### src/rtl/core/gpt_pkg.sv
// Package for the growing prime table: sizes, action and status codes,
// controller state type. No dependencies.
package gpt_pkg;
   localparam int VALUE_BITS_DEF  = 16;
   localparam int TABLE_DEPTH_DEF = 8192;

   typedef enum logic [1:0] {
      ACT_NEXT   = 2'd0,
      ACT_READ   = 2'd1,
      ACT_EXTEND = 2'd2,
      ACT_NONE   = 2'd3
   } action_type;

   typedef enum logic [1:0] {
      ST_OK    = 2'd0,
      ST_INDEX = 2'd1,
      ST_FULL  = 2'd2
   } status_type;

   typedef enum logic [3:0] {
      S_IDLE,
      S_DECODE,
      S_SRCH,
      S_SRCH_WAIT,
      S_CAND,
      S_DIV_RD,
      S_DIV_WAIT,
      S_DIV_RUN,
      S_APPEND,
      S_DONE
   } state_type;

   // controller -> datapath
   typedef struct packed {
      logic load;        // latch request
      logic srch_init;   // start binary search
      logic srch_rd;     // read midpoint
      logic srch_step;   // narrow search
      logic cand_init;   // candidate = largest + 1
      logic cand_next;   // candidate++
      logic trial_init;  // k = 0
      logic trial_rd;    // read entry k
      logic div_start;   // start remainder unit
      logic div_step;    // one remainder bit
      logic trial_next;  // k++
      logic append;      // write candidate
      logic rd_index;    // read entry at value
      logic fin;         // build result
   } cmd_type;

   // datapath -> controller
   typedef struct packed {
      logic srch_done;
      logic below_largest;
      logic cand_over;   // candidate past limit
      logic cand_range;  // candidate past value range
      logic trial_end;   // all stored primes used or p*p > c
      logic div_done;
      logic divisible;
      logic full;
   } sts_type;
endpackage

### src/rtl/core/gpt_ctrl.sv
// Controller state machine of the growing prime table.
// Depends on gpt_pkg.
module gpt_ctrl (
   input  logic              clock,
   input  logic              reset,
   input  logic              req_valid,
   output logic              req_ready,
   input  gpt_pkg::action_type act,
   output logic              rsp_valid,
   input  logic              rsp_ready,
   input  gpt_pkg::sts_type  sts,
   output gpt_pkg::cmd_type  cmd,
   output gpt_pkg::status_type status
);
   import gpt_pkg::*;

   state_type  state_ff, state_in;
   logic       rv_ff, rv_in;
   logic       phase_ff, phase_in;   // 0 grow to value, 1 find next above
   logic       stfull_ff, stfull_in;

   assign req_ready = (state_ff == S_IDLE) && !rv_ff;
   assign rsp_valid = rv_ff;
   assign status    = stfull_ff ? ST_FULL : ST_OK;

   always_comb begin
      state_in  = state_ff;
      phase_in  = phase_ff;
      stfull_in = stfull_ff;
      case (state_ff)
         S_IDLE: begin
            if (req_valid && req_ready) begin
               state_in  = S_DECODE;
               phase_in  = 1'b0;
               stfull_in = 1'b0;
            end
         end
         S_DECODE: begin
            case (act)
               ACT_NEXT:   state_in = sts.below_largest ? S_SRCH : S_CAND;
               ACT_EXTEND: state_in = S_CAND;
               default:    state_in = S_DONE;
            endcase
         end
         S_SRCH:      state_in = sts.srch_done ? S_DONE : S_SRCH_WAIT;
         S_SRCH_WAIT: state_in = S_SRCH;
         S_CAND: begin
            if (!phase_ff && sts.cand_over) begin
               if (act == ACT_NEXT) phase_in = 1'b1;
               else state_in = S_DONE;
            end else if (phase_ff && sts.cand_range) begin
               stfull_in = 1'b1;
               state_in  = S_DONE;
            end else begin
               state_in = S_DIV_RD;
            end
         end
         S_DIV_RD:   state_in = S_DIV_WAIT;
         S_DIV_WAIT: state_in = sts.trial_end ? S_APPEND : S_DIV_RUN;
         S_DIV_RUN: begin
            if (sts.div_done) state_in = sts.divisible ? S_CAND : S_DIV_RD;
         end
         S_APPEND: begin
            if (sts.full) begin
               stfull_in = 1'b1;
               state_in  = S_DONE;
            end else begin
               state_in = phase_ff ? S_DONE : S_CAND;
            end
         end
         S_DONE:  state_in = S_IDLE;
         default: state_in = S_IDLE;
      endcase
   end

   always_comb begin
      cmd = '0;
      rv_in = rv_ff && !rsp_ready;
      case (state_ff)
         S_IDLE:   cmd.load = req_valid && req_ready;
         S_DECODE: begin
            cmd.srch_init = 1'b1;
            cmd.cand_init = 1'b1;
            cmd.rd_index  = 1'b1;
         end
         S_SRCH:      cmd.srch_rd = 1'b1;   // midpoint equals lo once done
         S_SRCH_WAIT: cmd.srch_step = 1'b1;
         S_CAND:      cmd.trial_init = 1'b1;
         S_DIV_RD:    cmd.trial_rd = 1'b1;
         S_DIV_WAIT:  cmd.div_start = !sts.trial_end;
         S_DIV_RUN: begin
            cmd.div_step = !sts.div_done;
            cmd.cand_next  = sts.div_done && sts.divisible;
            cmd.trial_next = sts.div_done && !sts.divisible;
         end
         S_APPEND: begin
            cmd.append    = !sts.full;
            cmd.cand_next = !sts.full && !phase_ff;
         end
         S_DONE: begin
            cmd.fin = 1'b1;
            rv_in   = 1'b1;
         end
         default: ;
      endcase
   end

   always_ff @(posedge clock) begin
      if (reset) begin
         state_ff  <= S_IDLE;
         rv_ff     <= 1'b0;
         phase_ff  <= 1'b0;
         stfull_ff <= 1'b0;
      end else begin
         state_ff  <= state_in;
         rv_ff     <= rv_in;
         phase_ff  <= phase_in;
         stfull_ff <= stfull_in;
      end
   end

   a_no_accept_busy: assert property (@(posedge clock) disable iff (reset)
      (state_ff != S_IDLE) |-> !req_ready) else $error("ready while busy");
   a_done_valid: assert property (@(posedge clock) disable iff (reset)
      (state_ff == S_DONE) |=> rsp_valid) else $error("no result after done");
   a_one_rsp: assert property (@(posedge clock) disable iff (reset)
      rsp_valid |-> (state_ff == S_IDLE)) else $error("result while working");
endmodule

### config.mk
export PLATFORM = sky130hd
export DESIGN_NAME = gpt_ctrl
export DESIGN_NICKNAME = d
export VERILOG_FILES = /design/src/rtl/core/gpt_pkg.sv /design/src/rtl/core/gpt_ctrl.sv
export SDC_FILE = /design/constraint.sdc
export NUM_CORES = 1
export LEC_CHECK = 0
export ABC_AREA = 1
export BUFFER_PORTS_ARGS = -buffer_cell sky130_fd_sc_hd__buf_2
export CAP_MARGIN = 5
export CORE_UTILIZATION = 43
export CTS_CLUSTER_SIZE = 25
export DETAILED_ROUTE_END_ITERATION = 10
export GPL_ROUTABILITY_DRIVEN = 0
export PLACE_DENSITY = 0.77
export RECOVER_POWER = 25
export SYNTH_ARGS = -nofsm -noshare
export SYNTH_HDL_FRONTEND = slang
export SYNTH_SLANG_ARGS = --single-unit
### constraint.sdc
create_clock -name clock -period 1.3 [get_ports clock]
set_input_delay 0.26 -clock clock [delete_from_list [all_inputs] [get_ports clock]]
set_output_delay 0.26 -clock clock [all_outputs]
set_load 0.03 [all_outputs]
After elaboration in Yosys (flattened, before gate mapping)
Index checks and enable logic that the tools add are counted.
Widths: inputs -> output; s select.
Cells by class
  eq/ne operators: 18
  muxes and demuxes: 34
  reductions and logical operators: 22
Operators with widths (count)
  $mux 4: 9
  $pmux 4 s9: 1
  $mux 1: 17
  $eq 4x3->1 const B: 4
  $ne 2x2->1 const B: 6
  $eq 4x2->1 const B: 2
  $eq 4x4->1 const B: 2
  $logic_and 1x1->1: 8
  $pmux 4 s2: 1
  $logic_not 1->1: 7
  $reduce_and 5->1: 1
  $eq 4x1->1 const B: 1
  $logic_not 4->1: 1
  $mux 2: 2
  $pmux 1 s2: 2
  $reduce_and 4->1: 1
  $mux 3: 1
  $ne 3x3->1 const B: 1
  $pmux 1 s3: 1
  $reduce_and 3->1: 1
  $reduce_bool 3->1: 1
  $eq 2x2->1 const B: 1
  $logic_not 2->1: 1
  $ne 2x1->1 const B: 1
  $reduce_bool 2->1: 1
Storage, ports and cells
  flip-flop bits (word level): 7
  bits of input ports: 14
  output and inout bits: 18
  logic and storage cells: 78

Logic depth before layout (Yosys ltp)
Gate-level depths: netlist of the first run.
  depth after elaboration: 5
  mapped depth: 8
  depth with buffers taken out: 8

Worst setup path after synthesis of the first run
Ideal clock, no wire load.
  path type: register -> output
  start point: register state_ff[1]
  end point: output port cmd[13] in the netlist's numbering
  arrival: 1478 ps
  required time: 1040 ps
  path slack: -438 ps
  cell stages (with the launch flop): 6
  path buffers: 0
  cells stage by stage: dfxtp_1 nor2_1 nand2_1 nor2_1 nand2_1 inv_1
RTL lines
  start, declared: RTL line gpt_ctrl.sv:17  | state_type state_ff, state_in;
  start signal, assigned: RTL line gpt_ctrl.sv:115  | state_ff <= state_in;
  end, declared: RTL line gpt_ctrl.sv:12  | output gpt_pkg::cmd_type cmd,

==> results.py, run 1 <==
metrics = {
    "timing": {
        "max_freq_ghz": 0.613,
        "hold_viol": 0,
        "grt_setup_unrepaired": "true",
        "slew_viol_final": 0,
        "hold_ws_ns": 0.235,
        "finalSetupTns_ns": -4.29,
        "fin_crit_ns": 1.63,
        "timing.final.ws_setup_ns": -0.332,
        "final.setup_skew_ns": 0.00304,
        "finalCritPeriodShare_pct": 126,
        "setup_viol_count_final": 20,
    },
    "yosys": {
        "ys_seq_area_share_pct": 22.3,
        "synth_compound_area_share_pct": 9.96,
        "synth_top_family_by_area": "simple AND/OR/NAND/NOR gates",
        "synth-adder-area-share_pct": 0,
        "yosys.area_share.xor_xnor_pct": 0,
        "postSynthRegisterBits": 7,
        "synth.area.mux_share_pct": 0,
        "synthesis.instances": 117,
        "yosys_warnings": 0,
        "synth.net_count": 131,
        "netlist_top_cells_area": "sky130_fd_sc_hd__dfxtp_1 (22%), sky130_fd_sc_hd__nand2_1 (19%), sky130_fd_sc_hd__nor2_1 (13%)",
        "cell_taking_the_most_area_after_synthesis": "sky130_fd_sc_hd__dfxtp_1",
        "synthesis.area_per_instance_um2": 5.37,
        "synthDistinctLibCells": 19,
        "synth_largest_type_area_fraction_pct": 22.3,
        "synth_area_um2": 628,
        "simple_gate_share_of_the_synthesized_area_pct": 48.0,
    },
    "finish": {
        "final_cell_area_mm2": 0.00116,
        "commonest_non_fill_non_tap_cell_in_the_layout": "sky130_fd_sc_hd__nand2_1",
        "drive_above_1_share_pct": 58.2,
        "syn2layout_area_growth_pct": 84.9,
        "final_nets": 180,
        "antenna_cells_inserted": 0,
        "mostFrequentLayoutCells": "sky130_fd_sc_hd__nand2_1 (23), sky130_fd_sc_hd__buf_4 (22), sky130_fd_sc_hd__nor2_1 (15), sky130_fd_sc_hd__buf_2 (15), sky130_fd_sc_hd__inv_1 (13)",
    },
    "detailed_routing": {
        "post-route-drc-count": 0,
        "drt_wl_total_mm": 2.90,
        "route.antenna.remaining_nets": 0,
        "vias": 1001,
        "drt_first_iter_violations": 64,
        "number_of_iterations_in_the_first_detailed_routing_pass": 4,
        "drt-wirelength-per-cell_um": 16.1,
        "vias_per_cell": 5.56,
    },
    "placement": {
        "numPortBuffers": 30,
        "placedInstanceArea_um2": 868,
        "post_detail_place_hpwl_mm": 1.51,
    },
    "hold_path": {
        "hold_class": "input port to flip-flop",
        "min_from": "reset",
    },
    "clock_tree": {
        "tritoncts_clock_tree": "built",
        "clk_pin_slew_worst_paths_ns": 0.06,
        "htree_levels": 1,
        "ctsRootBufferMaster": "sky130_fd_sc_hd__clkbuf_4",
        "cts-buffers-inserted": 3,
        "insertion_delay_ns": 0.26,
        "clock_sinks": 7,
        "clock_path_buffers": 2,
    },
    "setup_path": {
        "timing.critical_path.from_type": "flip-flop",
        "worst_ep_arrival_time_ns": 1.37,
        "worst_setup_path_startpoint": "state_ff[2]",
        "crit-reg2reg-launch": "state_ff[1]",
        "cp-end-kind": "output pin",
        "timing_worst_setup_path_type": "flip-flop to output pin",
        "worstPathMaxFanout": 5,
        "worst-endpoint-required_ns": 1.04,
    },
    "global_route": {
        "grt_pass1_wl_mm": 3.37,
        "globalRoute.totalOverflow": 0,
        "largest_net_degree_at_the_start_of_global_routing": 7,
        "global_route.usage.total_pct": 32.3,
        "grt_pass1_vias": 788,
        "initial_antenna_violation_count": 0,
    },
    "power_and_ir_drop": {
        "p_leak_nw": 0.655,
        "powerDensity_mw_per_mm2": 1110,
        "vdd_ir_drop_max_mv": 0.876,
    },
    "floorplan": {
        "initial_standard_cell_utilization_of_the_core_pct": 47.1,
        "std_cell_rows": 13,
        "die_width_um": 40.2,
        "coreArea_mm2": 0.00133,
        "die_y_um": 40.2,
        "die_area_mm2": 0.00162,
        "io_pins": 32,
    },
    "outcome": {
        "failed_checks": "setup timing",
        "outcome": "complete, but fails checks",
    },
    "run": {
        "max_cap_viol_count": 0,
    },
}
==> final cells by class <==
class,count,area [um^2]
Clock inverter,1,5.00
Fill cell,69,173
Inverter,22,85.1
Sequential cell,7,155
Clock buffer,3,22.5
Multi-Input combinational cell,83,499
Timing Repair Buffer,49,375
Tap cell,15,18.8
==> worst max-delay path, cell delays in order (launching register included) <==
cell and delay (ns):
sky130_fd_sc_hd__dfxtp_4 0.39, sky130_fd_sc_hd__inv_4 0.05, sky130_fd_sc_hd__nor2_4 0.15, sky130_fd_sc_hd__nand2_2 0.11, sky130_fd_sc_hd__o31ai_4 0.24, sky130_fd_sc_hd__buf_6 0.18
==> cells by family (layout without fill, tap and decap cells) <==
group,Yosys count,in the layout
AND/OR/NAND/NOR,71,71
buffers and inverters,27,75
AO/OA/AOI/OAI,11,11
flip-flops,7,7
other,1,1
==> where the power goes <==
part | internal [W] | switching, W
clock | 0.000113 | 0.0000989
combinational | 0.000327 | 0.000477
sequential | 0.000240 | 0.0000349
==> path summary, 6_finish.rpt <==
kind | endpoint | slack (ns) | cells past startpoint
min | state_ff[0] | 0.24 | 2
min reg2reg | stfull_ff | 0.47 | 2
max reg2reg | state_ff[3] | -0.21 | 9
max | cmd[8] | -0.33 | 5
==> state kept, by name, summed over array words and instances (netlist names) <==
name and count:
state_ff 4, phase_ff 1, rsp_valid 1, stfull_ff 1
==> Yosys cell counts <==
master and instances:
sky130_fd_sc_hd__nand2_1 32, sky130_fd_sc_hd__nor2_1 21, sky130_fd_sc_hd__inv_1 19, sky130_fd_sc_hd__nand3_1 10, sky130_fd_sc_hd__dfxtp_1 7, sky130_fd_sc_hd__a21oi_1 6, sky130_fd_sc_hd__buf_4 5, sky130_fd_sc_hd__inv_2 3
sky130_fd_sc_hd__nor2_2 3, sky130_fd_sc_hd__nor3_1 2, sky130_fd_sc_hd__a211oi_1 1, sky130_fd_sc_hd__conb_1 1, sky130_fd_sc_hd__nand2_2 1, sky130_fd_sc_hd__nor2_4 1, sky130_fd_sc_hd__o21ai_0 1, sky130_fd_sc_hd__o21ai_1 1
sky130_fd_sc_hd__o21bai_1 1, sky130_fd_sc_hd__o31ai_1 1, sky130_fd_sc_hd__or2_2 1
==> timing repair <==
action                     CTS  global route
pin swaps                    1             6
setup endpoints to repair   18            20
hold buffers                 0             0
resized for setup           43            28
setup buffers                3             4
==> metal layers <==
| layer | vias up | GRT usage, % | share of wire, % | routed length, um |
|---|---|---|---|---|
| met3 | 20 | 10.6 | 9.6 | 278 |
| met1 | 460 | 36.8 | 38 | 1090 |
| met4 | 0 | 15.8 | 5.7 | 166 |
| li1 | 449 | - | - | - |
| met5 | - | 0 | 0 | 0 |
| met2 | 72 | 53.6 | 47 | 1360 |
==> stage by stage <==
| stage | setup slack (ns) | util (%) | power (W) | instances |
|---|---|---|---|---|
| after floorplan | -0.271 | - | 0.000643 | 117 |
| after CTS | -0.209 | 78.0 | 0.00112 | 176 |
| after detailed placement | -0.0763 | 65.1 | 0.000810 | 169 |
| after global routing | -0.361 | 87.1 | 0.00135 | 180 |
| final | -0.332 | 87.1 | 0.00129 | 180 |
| after global placement | -0.0418 | 65.1 | 0.000800 | 169 |
Power figures use the tool's default switching activity.
==> inputs of run 2 (changes only) <==
- TNS_END_PERCENT: unset -> 30
==> results.py, run 2 (same netlist as run 1, synthesis figures left out) <==
metrics = {
    "outcome": {
        "outcome": "complete, but fails checks",
        "failed_checks": "setup timing",
    },
    "power_and_ir_drop": {
        "switching_power_w": 0.000589,
        "p_leak_nw": 0.634,
        "powerDensity_mw_per_mm2": 1130,
        "switching_part_of_the_total_power_pct": 47.1,
        "cellInternalPower_w": 0.000663,
        "share_comb_of_total_power_pct": 61.1,
        "power.clock.fraction_pct": 17.2,
        "vdd_ir_drop_max_mv": 0.802,
        "power.share.sequential_pct": 21.7,
    },
    "clock_tree": {
        "tritoncts_clock_tree": "built",
        "clock_path_buffers": 2,
        "cts-buffers-inserted": 3,
        "postCtsHoldBufs": 0,
        "ctsRootBufferMaster": "sky130_fd_sc_hd__clkbuf_4",
        "clock_sinks": 7,
        "clk_pin_slew_worst_paths_ns": 0.05,
        "insertion_delay_ns": 0.27,
        "htree_levels": 1,
    },
    "setup_path": {
        "cp-end-kind": "output pin",
        "max_stage_delay_ns": 0.36,
        "worstPathMaxFanout": 4,
        "timing.critical_path.from_type": "flip-flop",
        "path_cells": "nor2_4, buf_6, nand2_2, nor2_2, nand2_1, inv_1, buf_6",
        "worst_ep_arrival_time_ns": 1.30,
        "timing_worst_setup_path_type": "flip-flop to output pin",
        "worst-endpoint-required_ns": 1.04,
        "crit_top_cell": "sky130_fd_sc_hd__buf_6",
        "crit_slowest_cell": "sky130_fd_sc_hd__dfxtp_4",
    },
    "finish": {
        "largest-register": "state_ff",
        "final_nets": 179,
        "post_layout_nonfiller_instances": 179,
        "regArea_um2": 155,
        "commonest_non_fill_non_tap_cell_in_the_layout": "sky130_fd_sc_hd__nand2_1",
        "multi_input_area_um2": 463,
        "num-fill-cells": 91,
        "antenna_cells_inserted": 0,
        "syn2layout_area_growth_pct": 76.7,
        "drive_above_1_share_pct": 51.8,
        "mostFrequentLayoutCells": "sky130_fd_sc_hd__nand2_1 (27), sky130_fd_sc_hd__buf_4 (24), sky130_fd_sc_hd__nor2_1 (16), sky130_fd_sc_hd__inv_1 (15), sky130_fd_sc_hd__buf_2 (15)",
        "number_of_flip_flops_in_the_largest_register": 4,
    },
    "detailed_routing": {
        "vias": 963,
        "drt_first_iter_violations": 56,
        "vias_per_cell": 5.38,
        "route.antenna.remaining_nets": 0,
        "number_of_iterations_in_the_first_detailed_routing_pass": 4,
        "post-route-drc-count": 0,
        "drt-wirelength-per-cell_um": 14.0,
        "drt_wl_total_mm": 2.51,
    },
    "timing": {
        "fin_crit_ns": 1.56,
        "final.setup_skew_ns": 0.0112,
        "slew_viol_final": 0,
        "setup_viol_count_final": 20,
        "hold_viol": 0,
        "finalSetupTns_ns": -3.29,
        "timing.final.ws_setup_ns": -0.255,
        "max_freq_ghz": 0.643,
        "grt_setup_unrepaired": "true",
        "finalCritPeriodShare_pct": 120,
    },
    "floorplan": {
        "die_area_mm2": 0.00162,
        "die_width_um": 40.2,
        "coreArea_mm2": 0.00133,
        "io_pins": 32,
        "std_cell_rows": 13,
        "die_y_um": 40.2,
        "initial_standard_cell_utilization_of_the_core_pct": 47.1,
    },
    "run": {
        "max_cap_viol_count": 0,
    },
    "global_route": {
        "grt_pass1_wl_mm": 3.15,
        "grt_pass1_vias": 760,
        "globalRoute.totalOverflow": 0,
        "largest_net_degree_at_the_start_of_global_routing": 7,
        "initial_antenna_violation_count": 0,
        "global_route.usage.total_pct": 30.7,
    },
    "placement": {
        "placed_cells": 167,
        "numPortBuffers": 30,
        "post_detail_place_hpwl_mm": 1.46,
        "placement.setup.worst_slack_ns": -0.118,
    },
    "hold_path": {
        "hold_class": "input port to flip-flop",
    },
}
## run 2: what timing repair did
| action | CTS | global route |
|---|---|---|
| setup endpoints to repair | 19 | 20 |
| resized for setup | 44 | 14 |
| buffers inserted | 7 | 1 |
| pin swaps | 5 | 4 |
## run 2: power groups by stage
stage / Sequential [W] / Combinational [W] / Clock (W)
floorplan: 0.000261 / 0.000378 / 0
global placement: 0.000260 / 0.000531 / 0
detailed placement: 0.000263 / 0.000539 / 0
CTS: 0.000263 / 0.000668 / 0.000217
global route: 0.000274 / 0.000810 / 0.000234
finish: 0.000272 / 0.000766 / 0.000215
## run 2: area by class of cell
class,count,share of cell area [%]
multi-input combinational,83,41.7
tap,15,1.69
clock buffer,3,2.03
sequential,7,14.0
clock inverter,1,0.451
timing repair buffer,48,32.1
inverter,22,8.00
## run 2: metrics by stage
step | area (um^2) | util (%) | hold slack (ns) | power (W)
final | 1110 | 83.2 | 0.250 | 0.00125
after global routing | 1110 | 83.2 | 0.246 | 0.00132
after CTS | 1060 | 79.3 | 0.233 | 0.00115
after detailed placement | 851 | 63.8 | 0.464 | 0.000802
after global placement | 851 | 63.8 | 0.454 | 0.000792
after floorplan | 644 | - | 0.329 | 0.000640
## run 2: worst paths after layout
check	startpoint	endpoint	slack [ns]	cells after the start
max	state_ff[0]	cmd[13]	-0.26	7
min reg2reg	stfull_ff	stfull_ff	0.50	2
max reg2reg	state_ff[1]	stfull_ff	-0.20	9
min	reset	state_ff[2]	0.25	2
## run 2: worst max-delay path: cells and delay by family (launching register included)
kind	cells	cell delay [ns]
and+or+nand+nor	4	0.35
DFF	1	0.36
buffers and inverters	3	0.32
## run 2: layer usage
layer  global-route usage, %  wire [um]  part of all wire, %
met5                       0          0                    0
met4                    15.0        106                  4.2
met3                    8.89        180                  7.2
met2                    53.2       1180                   47
met1                    33.9       1040                   41
